File: src/hdl/ppcb_pkg.sv
// ppcb_pkg.sv: shared types and constants of the packed pixel color key blitter
`timescale 1ns / 1ps

package ppcb_pkg;

  localparam int unsigned PIXELS_PER_WORD = 4;
  localparam int unsigned LANE_BITS       = 8;
  localparam int unsigned WORD_BITS       = PIXELS_PER_WORD * LANE_BITS;
  localparam int unsigned LANE_IDX_BITS   = $clog2(PIXELS_PER_WORD);
  localparam int unsigned COLOR_BITS      = 6;
  localparam int unsigned CFG_DATA_BITS   = COLOR_BITS;
  localparam int unsigned CFG_IDX_BITS    = 2;

  localparam logic [COLOR_BITS-1:0] KEY_COLOR_RESET = 6'd12;

  // configuration register indexes
  typedef enum logic [CFG_IDX_BITS-1:0] {
    REG_PIXEL_SHIFT      = 2'd0,
    REG_TRANSPARENT_MODE = 2'd1,
    REG_KEY_COLOR        = 2'd2
  } cfg_reg_t;

  typedef struct packed {
    logic [WORD_BITS-1:0]     src_word;
    logic [WORD_BITS-1:0]     dst_word;
    logic [LANE_IDX_BITS-1:0] first_lane;
    logic [LANE_IDX_BITS-1:0] last_lane;
    logic                     line_start;
    logic                     load_only;
  } in_item_t;

  typedef struct packed {
    logic [WORD_BITS-1:0]       out_word;
    logic [PIXELS_PER_WORD-1:0] lanes_written;
  } out_item_t;

  typedef struct packed {
    logic [LANE_IDX_BITS-1:0] pixel_shift;
    logic                     transparent_mode;
    logic [COLOR_BITS-1:0]    key_color;
  } blit_cfg_t;

endpackage

File: src/hdl/ppcb_in_if.sv
// ppcb_in_if.sv: valid/ready channel carrying one source/destination word pair
`timescale 1ns / 1ps

interface ppcb_in_if;
  logic               valid;
  logic               ready;
  ppcb_pkg::in_item_t data;

  modport source (output valid, output data, input ready);
  modport sink   (input valid, input data, output ready);
endinterface

File: src/hdl/ppcb_out_if.sv
// ppcb_out_if.sv: valid/ready channel carrying one merged framebuffer word
`timescale 1ns / 1ps

interface ppcb_out_if;
  logic                valid;
  logic                ready;
  ppcb_pkg::out_item_t data;

  modport source (output valid, output data, input ready);
  modport sink   (input valid, input data, output ready);
endinterface

File: src/hdl/ppcb_merge.sv
// ppcb_merge.sv: lane alignment, clip and color key merge for one word
`timescale 1ns / 1ps

module ppcb_merge (
  input  ppcb_pkg::in_item_t               item,
  input  logic [ppcb_pkg::WORD_BITS-1:0]   prev_word,
  input  ppcb_pkg::blit_cfg_t              cfg,
  output ppcb_pkg::out_item_t              result
);

  localparam int unsigned WB = ppcb_pkg::WORD_BITS;
  localparam int unsigned LB = ppcb_pkg::LANE_BITS;
  localparam int unsigned NL = ppcb_pkg::PIXELS_PER_WORD;
  localparam int unsigned CB = ppcb_pkg::COLOR_BITS;

  logic [2*WB-1:0] pair_shifted;
  logic [WB-1:0]   block;
  logic [WB-1:0]   byte_mask;
  logic [NL-1:0]   lane_sel;

  // shifting the {current, previous} pair up leaves the aligned block on top
  assign pair_shifted = {item.src_word, prev_word} << (LB * cfg.pixel_shift);
  assign block        = pair_shifted[2*WB-1:WB];

  always_comb begin
    for (int lane = 0; lane < NL; lane++) begin
      lane_sel[lane] =
        (ppcb_pkg::LANE_IDX_BITS'(lane) >= item.first_lane) &&
        (ppcb_pkg::LANE_IDX_BITS'(lane) <= item.last_lane) &&
        !(cfg.transparent_mode && (block[lane*LB +: CB] == cfg.key_color));
      byte_mask[lane*LB +: LB] = {LB{lane_sel[lane]}};
    end
  end

  assign result.out_word      = (item.dst_word & ~byte_mask) | (block & byte_mask);
  assign result.lanes_written = lane_sel;

endmodule

File: src/hdl/packed_pixel_color_key_blitter.sv
// packed_pixel_color_key_blitter.sv: top level of the packed pixel color key blitter
`timescale 1ns / 1ps

// channel    dir  handshake      payload
// in_ch      in   valid/ready    src_word, dst_word, first_lane, last_lane,
//                                line_start, load_only
// out_ch     out  valid/ready    out_word, lanes_written
// cfg_*      in   cfg_we only    cfg_index selects register, cfg_data value
//
// one transaction per cycle in, one per cycle out while out_ch is not stalled; a result
// goes from the input stage to the result register, with the single merge stage
// combinational between them
// rst_n is synchronous, active low; clears valids, previous source and config
// a stalled result holds the result register and, once the input stage holds a merge
// transaction behind it, drops in_ch.ready; load-only transactions never wait for out_ch

module packed_pixel_color_key_blitter (
  input  logic                                 clk,
  input  logic                                 rst_n,
  ppcb_in_if.sink                              in_ch,
  ppcb_out_if.source                           out_ch,
  input  logic                                 cfg_we,
  input  logic [ppcb_pkg::CFG_IDX_BITS-1:0]    cfg_index,
  input  logic [ppcb_pkg::CFG_DATA_BITS-1:0]   cfg_data
);

  localparam int unsigned WB = ppcb_pkg::WORD_BITS;

  // configuration registers
  ppcb_pkg::blit_cfg_t cfg_r;

  // previous source word, updated at every accepted transaction
  logic [WB-1:0] prev_r;
  logic [WB-1:0] prev_used;

  // input stage
  logic               s1_valid_r;
  ppcb_pkg::in_item_t s1_item_r;
  logic [WB-1:0]      s1_prev_r;

  // result register
  logic                out_valid_r;
  ppcb_pkg::out_item_t out_data_r;
  ppcb_pkg::out_item_t merged;

  logic in_acc;
  logic out_free;
  logic s1_move;
  logic s1_to_out;

  // config writes; the unused index is ignored
  always_ff @(posedge clk) begin
    if (!rst_n) begin
      cfg_r.pixel_shift      <= '0;
      cfg_r.transparent_mode <= 1'b0;
      cfg_r.key_color        <= ppcb_pkg::KEY_COLOR_RESET;
    end else if (cfg_we) begin
      unique case (cfg_index)
        ppcb_pkg::REG_PIXEL_SHIFT:
          cfg_r.pixel_shift <= cfg_data[ppcb_pkg::LANE_IDX_BITS-1:0];
        ppcb_pkg::REG_TRANSPARENT_MODE:
          cfg_r.transparent_mode <= cfg_data[0];
        ppcb_pkg::REG_KEY_COLOR:
          cfg_r.key_color <= cfg_data;
        default: ;
      endcase
    end
  end

  // handshake control
  assign out_free  = !out_valid_r || out_ch.ready;
  // a load-only entry retires without touching the result register
  assign s1_move   = s1_valid_r && (s1_item_r.load_only || out_free);
  assign s1_to_out = s1_move && !s1_item_r.load_only;
  assign in_ch.ready = !s1_valid_r || s1_move;
  assign in_acc    = in_ch.valid && in_ch.ready;

  // line start clears the previous word before this transaction uses it
  assign prev_used = in_ch.data.line_start ? '0 : prev_r;

  always_ff @(posedge clk) begin
    if (!rst_n) begin
      prev_r <= '0;
    end else if (in_acc) begin
      prev_r <= in_ch.data.src_word;
    end
  end

  always_ff @(posedge clk) begin
    if (!rst_n) begin
      s1_valid_r <= 1'b0;
    end else if (in_ch.ready) begin
      s1_valid_r <= in_ch.valid;
    end
  end

  always_ff @(posedge clk) begin
    if (in_acc) begin
      s1_item_r <= in_ch.data;
      s1_prev_r <= prev_used;
    end
  end

  ppcb_merge u_merge (
    .item      (s1_item_r),
    .prev_word (s1_prev_r),
    .cfg       (cfg_r),
    .result    (merged)
  );

  // result register
  always_ff @(posedge clk) begin
    if (!rst_n) begin
      out_valid_r <= 1'b0;
    end else if (out_free) begin
      out_valid_r <= s1_to_out;
    end
  end

  always_ff @(posedge clk) begin
    if (s1_to_out) begin
      out_data_r <= merged;
    end
  end

  assign out_ch.valid = out_valid_r;
  assign out_ch.data  = out_data_r;

  // a full input stage with a merge waiting behind a stalled result blocks input
  a_stall_blocks_input: assert property (@(posedge clk) disable iff (!rst_n)
    (s1_valid_r && !s1_item_r.load_only && out_valid_r && !out_ch.ready)
      |-> !in_ch.ready)
    else $error("input accepted while merge stage is stalled");

  // every accepted transaction leaves its source word as the previous word
  a_prev_tracks_src: assert property (@(posedge clk) disable iff (!rst_n)
    in_acc |=> (prev_r == $past(in_ch.data.src_word)))
    else $error("previous source word not updated");

  // a result only appears behind a merge transaction in the input stage
  a_result_from_merge: assert property (@(posedge clk) disable iff (!rst_n)
    $rose(out_valid_r) |-> $past(s1_valid_r && !s1_item_r.load_only))
    else $error("result appeared without a merge transaction");

  // an empty lane window writes nothing
  a_empty_window: assert property (@(posedge clk) disable iff (!rst_n)
    (s1_valid_r && (s1_item_r.first_lane > s1_item_r.last_lane))
      |-> (merged.lanes_written == '0))
    else $error("lanes written outside an empty lane window");

endmodule

File: src/flat_wrapper.sv
// flat-port wrapper written by rule: the top's interface ports become plain ports
module packed_pixel_color_key_blitter_flat 
  (clk, rst_n, cfg_we, cfg_index, cfg_data, in_ch_valid, in_ch_data, in_ch_ready, out_ch_valid, out_ch_data, out_ch_ready);
  ppcb_in_if in_ch_i ();
  ppcb_out_if out_ch_i ();
  input  logic clk;
  input  logic rst_n;
  input  logic cfg_we;
  input  logic [ppcb_pkg::CFG_IDX_BITS-1:0] cfg_index;
  input  logic [ppcb_pkg::CFG_DATA_BITS-1:0] cfg_data;
  input wire logic [$bits(in_ch_i.valid)-1:0] in_ch_valid;
  input wire logic [$bits(in_ch_i.data)-1:0] in_ch_data;
  output wire logic [$bits(in_ch_i.ready)-1:0] in_ch_ready;
  output wire logic [$bits(out_ch_i.valid)-1:0] out_ch_valid;
  output wire logic [$bits(out_ch_i.data)-1:0] out_ch_data;
  input wire logic [$bits(out_ch_i.ready)-1:0] out_ch_ready;
  assign in_ch_i.valid = in_ch_valid;
  assign in_ch_i.data = in_ch_data;
  assign in_ch_ready = in_ch_i.ready;
  assign out_ch_valid = out_ch_i.valid;
  assign out_ch_data = out_ch_i.data;
  assign out_ch_i.ready = out_ch_ready;
  packed_pixel_color_key_blitter u_core (.clk(clk), .rst_n(rst_n), .in_ch(in_ch_i), .out_ch(out_ch_i), .cfg_we(cfg_we), .cfg_index(cfg_index), .cfg_data(cfg_data));
endmodule
File: config.mk
export PLATFORM = sky130hd
export DESIGN_NAME = packed_pixel_color_key_blitter_flat
export DESIGN_NICKNAME = d
export VERILOG_FILES = /design/src/hdl/ppcb_pkg.sv /design/src/hdl/ppcb_in_if.sv /design/src/hdl/ppcb_out_if.sv /design/src/hdl/ppcb_merge.sv /design/src/hdl/packed_pixel_color_key_blitter.sv /design/src/flat_wrapper.sv
export SDC_FILE = /design/constraint.sdc
export NUM_CORES = 1
export LEC_CHECK = 0
export ABC_AREA = 0
export BUFFER_PORTS_ARGS = -buffer_cell sky130_fd_sc_hd__buf_2
export CORE_MARGIN = 5
export CORE_UTILIZATION = 57
export CTS_CLUSTER_DIAMETER = 50
export DETAILED_ROUTE_END_ITERATION = 12
export PLACE_DENSITY = 0.9
export SLEW_MARGIN = 25
export SYNTH_ARGS = -nofsm -noshare
export SYNTH_HDL_FRONTEND = slang
export SYNTH_HIERARCHICAL = 1
export SYNTH_SLANG_ARGS = --single-unit
File: constraint.sdc
create_clock -name clk -period 3.23 [get_ports clk]
set_input_delay 0.1615 -clock clk [delete_from_list [all_inputs] [get_ports clk]]
set_output_delay 0.1615 -clock clk [all_outputs]
set_load 0.02 [all_outputs]
## Yosys cells after proc, flatten, opt, wreduce, memory -nomap -nowiden

Index checks and enable logic that the tools add are counted.

| cells by class | value |
|---|---|
| $lt $le $gt $ge | 8 |
| eq/ne operators | 6 |
| shift operators | 1 |
| bitwise gates (word level) | 4 |
| reduce and logical (&&, ||, !) cells | 29 |

Operators by type and width:

| cell | number |
|---|---|
| $and A32 B32 Y32 | 2 |
| $shl A64 B5 Y64 | 1 |
| $not A32 Y32 | 1 |
| $or A32 B32 Y32 | 1 |
| $eq A6 B6 Y1 | 4 |
| $logic_and A1 B1 Y1 | 15 |
| $logic_not A1 Y1 | 7 |
| $reduce_and A2 Y1 | 3 |
| $ge A1 B2 Y1 const A | 2 |
| $ge A2 B2 Y1 const A | 2 |
| $le A1 B2 Y1 const A | 2 |
| $le A2 B2 Y1 const A | 2 |
| $logic_or A1 B1 Y1 | 3 |
| $eq A2 B1 Y1 const B | 1 |
| $eq A2 B2 Y1 const B | 1 |
| $logic_not A2 Y1 | 1 |

| storage, ports and cells | value |
|---|---|
| register bits after elaboration | 180 |
| input port bits | 83 |
| logic and storage cells | 62 |

## Depth between registers and ports, before layout

| depth | value |
|---|---|
| depth in word-level cells | 8 |
| depth in mapped cells | 10 |
| gate-level depth less buffers | 6 |

## Cells and area by module

The synthesis kept the hierarchy.

Modules (own cells, without submodules):

| module | instances | cells each | area an instance (um2) | sequential area each (um2) |
|---|---|---|---|---|
| packed_pixel_color_key_blitter | 1 | 353 | 6105.9 | 5004.8 |
| ppcb_merge | 1 | 180 | 1667.8 | 0.0 |

## Least setup slack after synthesis

OpenSTA, ideal clock, no wires.

| timing | value |
|---|---|
| path type | flip-flop to flip-flop |
| start | register u_core/s1_item_r[0] in the netlist's numbering |
| end | register u_core.out_data_r (netlist bit u_core/out_ch.data[0]), enable pin |
| data arrival time | 2.142 ns |
| data required time | 2.796 ns |
| path slack | 0.654 ns |
| stages on the path, launching flop included | 3 |
| clock period less this slack | 2.576 ns |
| path through | edfxtp_1 -> nand2b_1 -> nor2b_1 |

| between the ends | value |
|---|---|
| word-level cells in the longest chain between the ends | 3 |
| elaborated cells on any way between the ends | 4 |
| classes of those cells | 4 x reduce/logical |

Ends and longest elaborated chain:

| element | line | source |
|---|---|---|
| start, declared | packed_pixel_color_key_blitter.sv:38 | `ppcb_pkg::in_item_t s1_item_r;` |
| start signal, assigned | packed_pixel_color_key_blitter.sv:99 | `s1_item_r <= in_ch.data;` |
| $logic_or A1 B1 Y1 | packed_pixel_color_key_blitter.sv:73 | `assign s1_move = s1_valid_r && (s1_item_r.load_only \|\| out_free);` |
| $logic_and A1 B1 Y1 | packed_pixel_color_key_blitter.sv:73 |  |
| $logic_and A1 B1 Y1 * | packed_pixel_color_key_blitter.sv:74 | `assign s1_to_out = s1_move && !s1_item_r.load_only;` |
| via u_core.s1_to_out | packed_pixel_color_key_blitter.sv:49 | `logic s1_to_out;` |
| end signal, assigned | packed_pixel_color_key_blitter.sv:122 | `out_data_r <= merged;` |
| end, declared | packed_pixel_color_key_blitter.sv:43 | `ppcb_pkg::out_item_t out_data_r;` |

The timed path passes the listed nets; every way through them passes the cells marked *.
A chain may end at the register's enable or synchronous reset.

==> metrics.md <==
| Metric | Value |
|---|---|
| Num CTS Buffers | `17` |
| Final nets | `760` |
| Post-DR wirelength/cell | `19.5 um` |
| Worst-path fanout max | `17` |
| Worst path buffer plus inverter count | `2` |
| IO buf count | `120` |
| Sum Neg Setup Slack | `0 ns` |
| Via density | `5.24` |
| Period utilization | `87.0%` |
| Vias | `4513` |
| Starting DRT DRC Count | `429` |
| CP startpoint kind | `flip-flop` |
| Final Util | `74.2%` |
| Mapped Cells | `484` |
| Area Growth Syn to Fin | `29.3%` |
| Rel. slew slack | `34.2%` |
| Fin area | `9250 um^2` |
| Status | `finished, final reports clean` |
| DRC | `0` |
| Least-Margin Pin Slew | `just under 1 ns` |
| Placement Rows | `41` |
| Die X | `122 um` |
| Yosys warns | `6` |
| CP max stage delay | `slightly above 0.5 ns` |
| CTS tree | `done` |
| Longest Clk Path Bufs | `2` |
| Vias in the first global route | `4696` |
| Worst path slowest cell | `dfxtp_2` |
| Global route overflow | `0` |
| Worst-Skew Late Latency | `~0.43 ns` |
| Post-route worst setup slack | `0.421 ns` |
| Largest net degree at the start of global routing | `60` |
| First-pass GRT wire length | `26.1 mm` |
| Syn nets | `567` |
| Initial Utilization | `57.4%` |
| VDD IR max | `0.357 mV` |
| Area of the mapped netlist | `7150 um^2` |
| Final Total Pwr | `0.00487 W` |
| Post-CTS setup repair buffer count | `0` |
| Worst-path clk slew | `~0.06 ns` |
| Pre-CTS WS | `0.478 ns` |
| Share of cells above drive strength 1 | `31.0%` |
| Drt pass-1 iters | `5` |
| CP required | `3.40 ns` |
| Setup violators final | `0` |
| RSZ-0062 raised after global routing | `no` |
| Skew final | `~0.011 ns` |
| RePlAce Congestion | `between 0.8 and 0.9` |
| Final Slew Violations | `0` |
| Chip Height | `122 um` |
| Crit path DAT | `2.98 ns` |
| Achievable frequency | `roughly 360 MHz` |
| H-Tree Depth | `4` |
| Root buffer cell | `clkbuf_16` |
| Die area | `14900 um^2` |
| Worst path top cell family by delay | `multiplexers` |
| CP endpoint kind | `flip-flop` |
| P_leak | `3.63 nW` |
| WS Path Type | `reg2reg` |
| Power Dens Cells | `527 nW/um^2` |
| Final Hold Vio Count | `0` |
| Cell Chain, Critical Path | `buf_12, mux2i_2, xnor2_1, nor3_2, a21oi_1, o41ai_4, buf_4, mux2_2` |
| Antenna Cells | `0` |
| Worst Hold Class | `in2reg` |
| Avg Synthesized Cell Area | `~15 um^2` |
| CORE AREA | `12500 um^2` |
| Final Critical Period | `~2.8 ns` |
| Final HPWL DP | `10.8 mm` |
| Max cap viols | `0` |
| Initial antenna violation count | `0` |
| IO Pins | `around 120` |
| Placed inst area | `7930 um^2` |
| # clock sinks | `164` |
| Detail Route Antenna Nets | `0` |
| Total Wirelength | `between 15 and 20 mm` |
| Global-route usage over all layers | `23.9%` |
path summary, 6_finish.rpt:
path                     start                      to  slack, ns  depth (start not counted)
min                cfg_data[1]         u_core/cfg_r[1]       0.02                          3
max            u_core/cfg_r[8]  u_core/out_ch.data[27]       0.42                          8
max reg2reg    u_core/cfg_r[8]  u_core/out_ch.data[27]       0.42                          8
min reg2reg  u_core/prev_r[12]       u_core/prev_r[12]       0.45                          2
cell usage in the layout, fill, tap and decap left out, types with 4 or more instances in the layout:
| master | count |
|---|---|
| edfxtp_1 | 129 |
| buf_2 | 120 |
| dlygate4sd3_1 | 74 |
| mux2i_1 | 71 |
| nand2_1 | 57 |
| dfxtp_1 | 34 |
| mux2_2 | 34 |
| nor2b_1 | 32 |
| xnor2_1 | 24 |
| clkbuf_16 | 19 |
| mux4_2 | 10 |
| nor2_1 | 8 |
| buf_12 | 6 |
| buf_4 | 6 |
| a21oi_1 | 6 |
| xor2_1 | 6 |
| clkbuf_1 | 4 |
| inv_1 | 4 |
| nor3_1 | 4 |
worst min-delay path, stage by stage:
cell and delay (ns):
buf_2 0.09, mux2i_1 0.06, nor2b_1 0.10
repair_timing:
item                      CTS  global route
hold endpoints to repair   95             0
resized for setup           0             0
hold buffers               74             0
final cells by class:
class / instances / area [um^2]
sequential: 164 / 4580
fill: 724 / 3210
multi-input combinational: 283 / 2370
timing repair buffer: 206 / 1510
clock buffer: 25 / 518
tap: 172 / 215
clock inverter: 7 / 45.0
inverter: 5 / 18.8
power breakdown:
group	switching, W	total, W	internal (W)
registers	0.0000564	0.00246	0.00240
logic	0.000257	0.000519	0.000262
clock network	0.000784	0.00190	0.00111
total	0.00110	0.00487	0.00378
flip-flops by register name, indices dropped and copies added, names as in the netlist:
| signal | flops |
|---|---|
| u_core/prev_r | 24 |
| u_core/cfg_r | 9 |
| u_core/s1_valid_r | 1 |
| u_core/s1_prev_r | 24 |
| u_core/s1_item_r | 69 |
| u_core/out_ch.valid | 1 |
| u_core/out_ch.data | 36 |
layer usage:
layer  vias to the layer above  GRT usage (%)  wire length, um
met3                        32           4.78              852
met4                         0           9.38              371
li1                       2149              -                -
met1                      2183           30.6             7120
met2                       149           40.2             8490
met5                         -              0                0
per-stage QoR:
step                      hold slack, ns  cells
final                             0.0242    862
after global routing              0.0633    862
after CTS                        0.00520    861
after detailed placement           0.340    755
after global placement             0.339    755
after floorplan                    0.260    484
(Power assumes the default switching activity.)
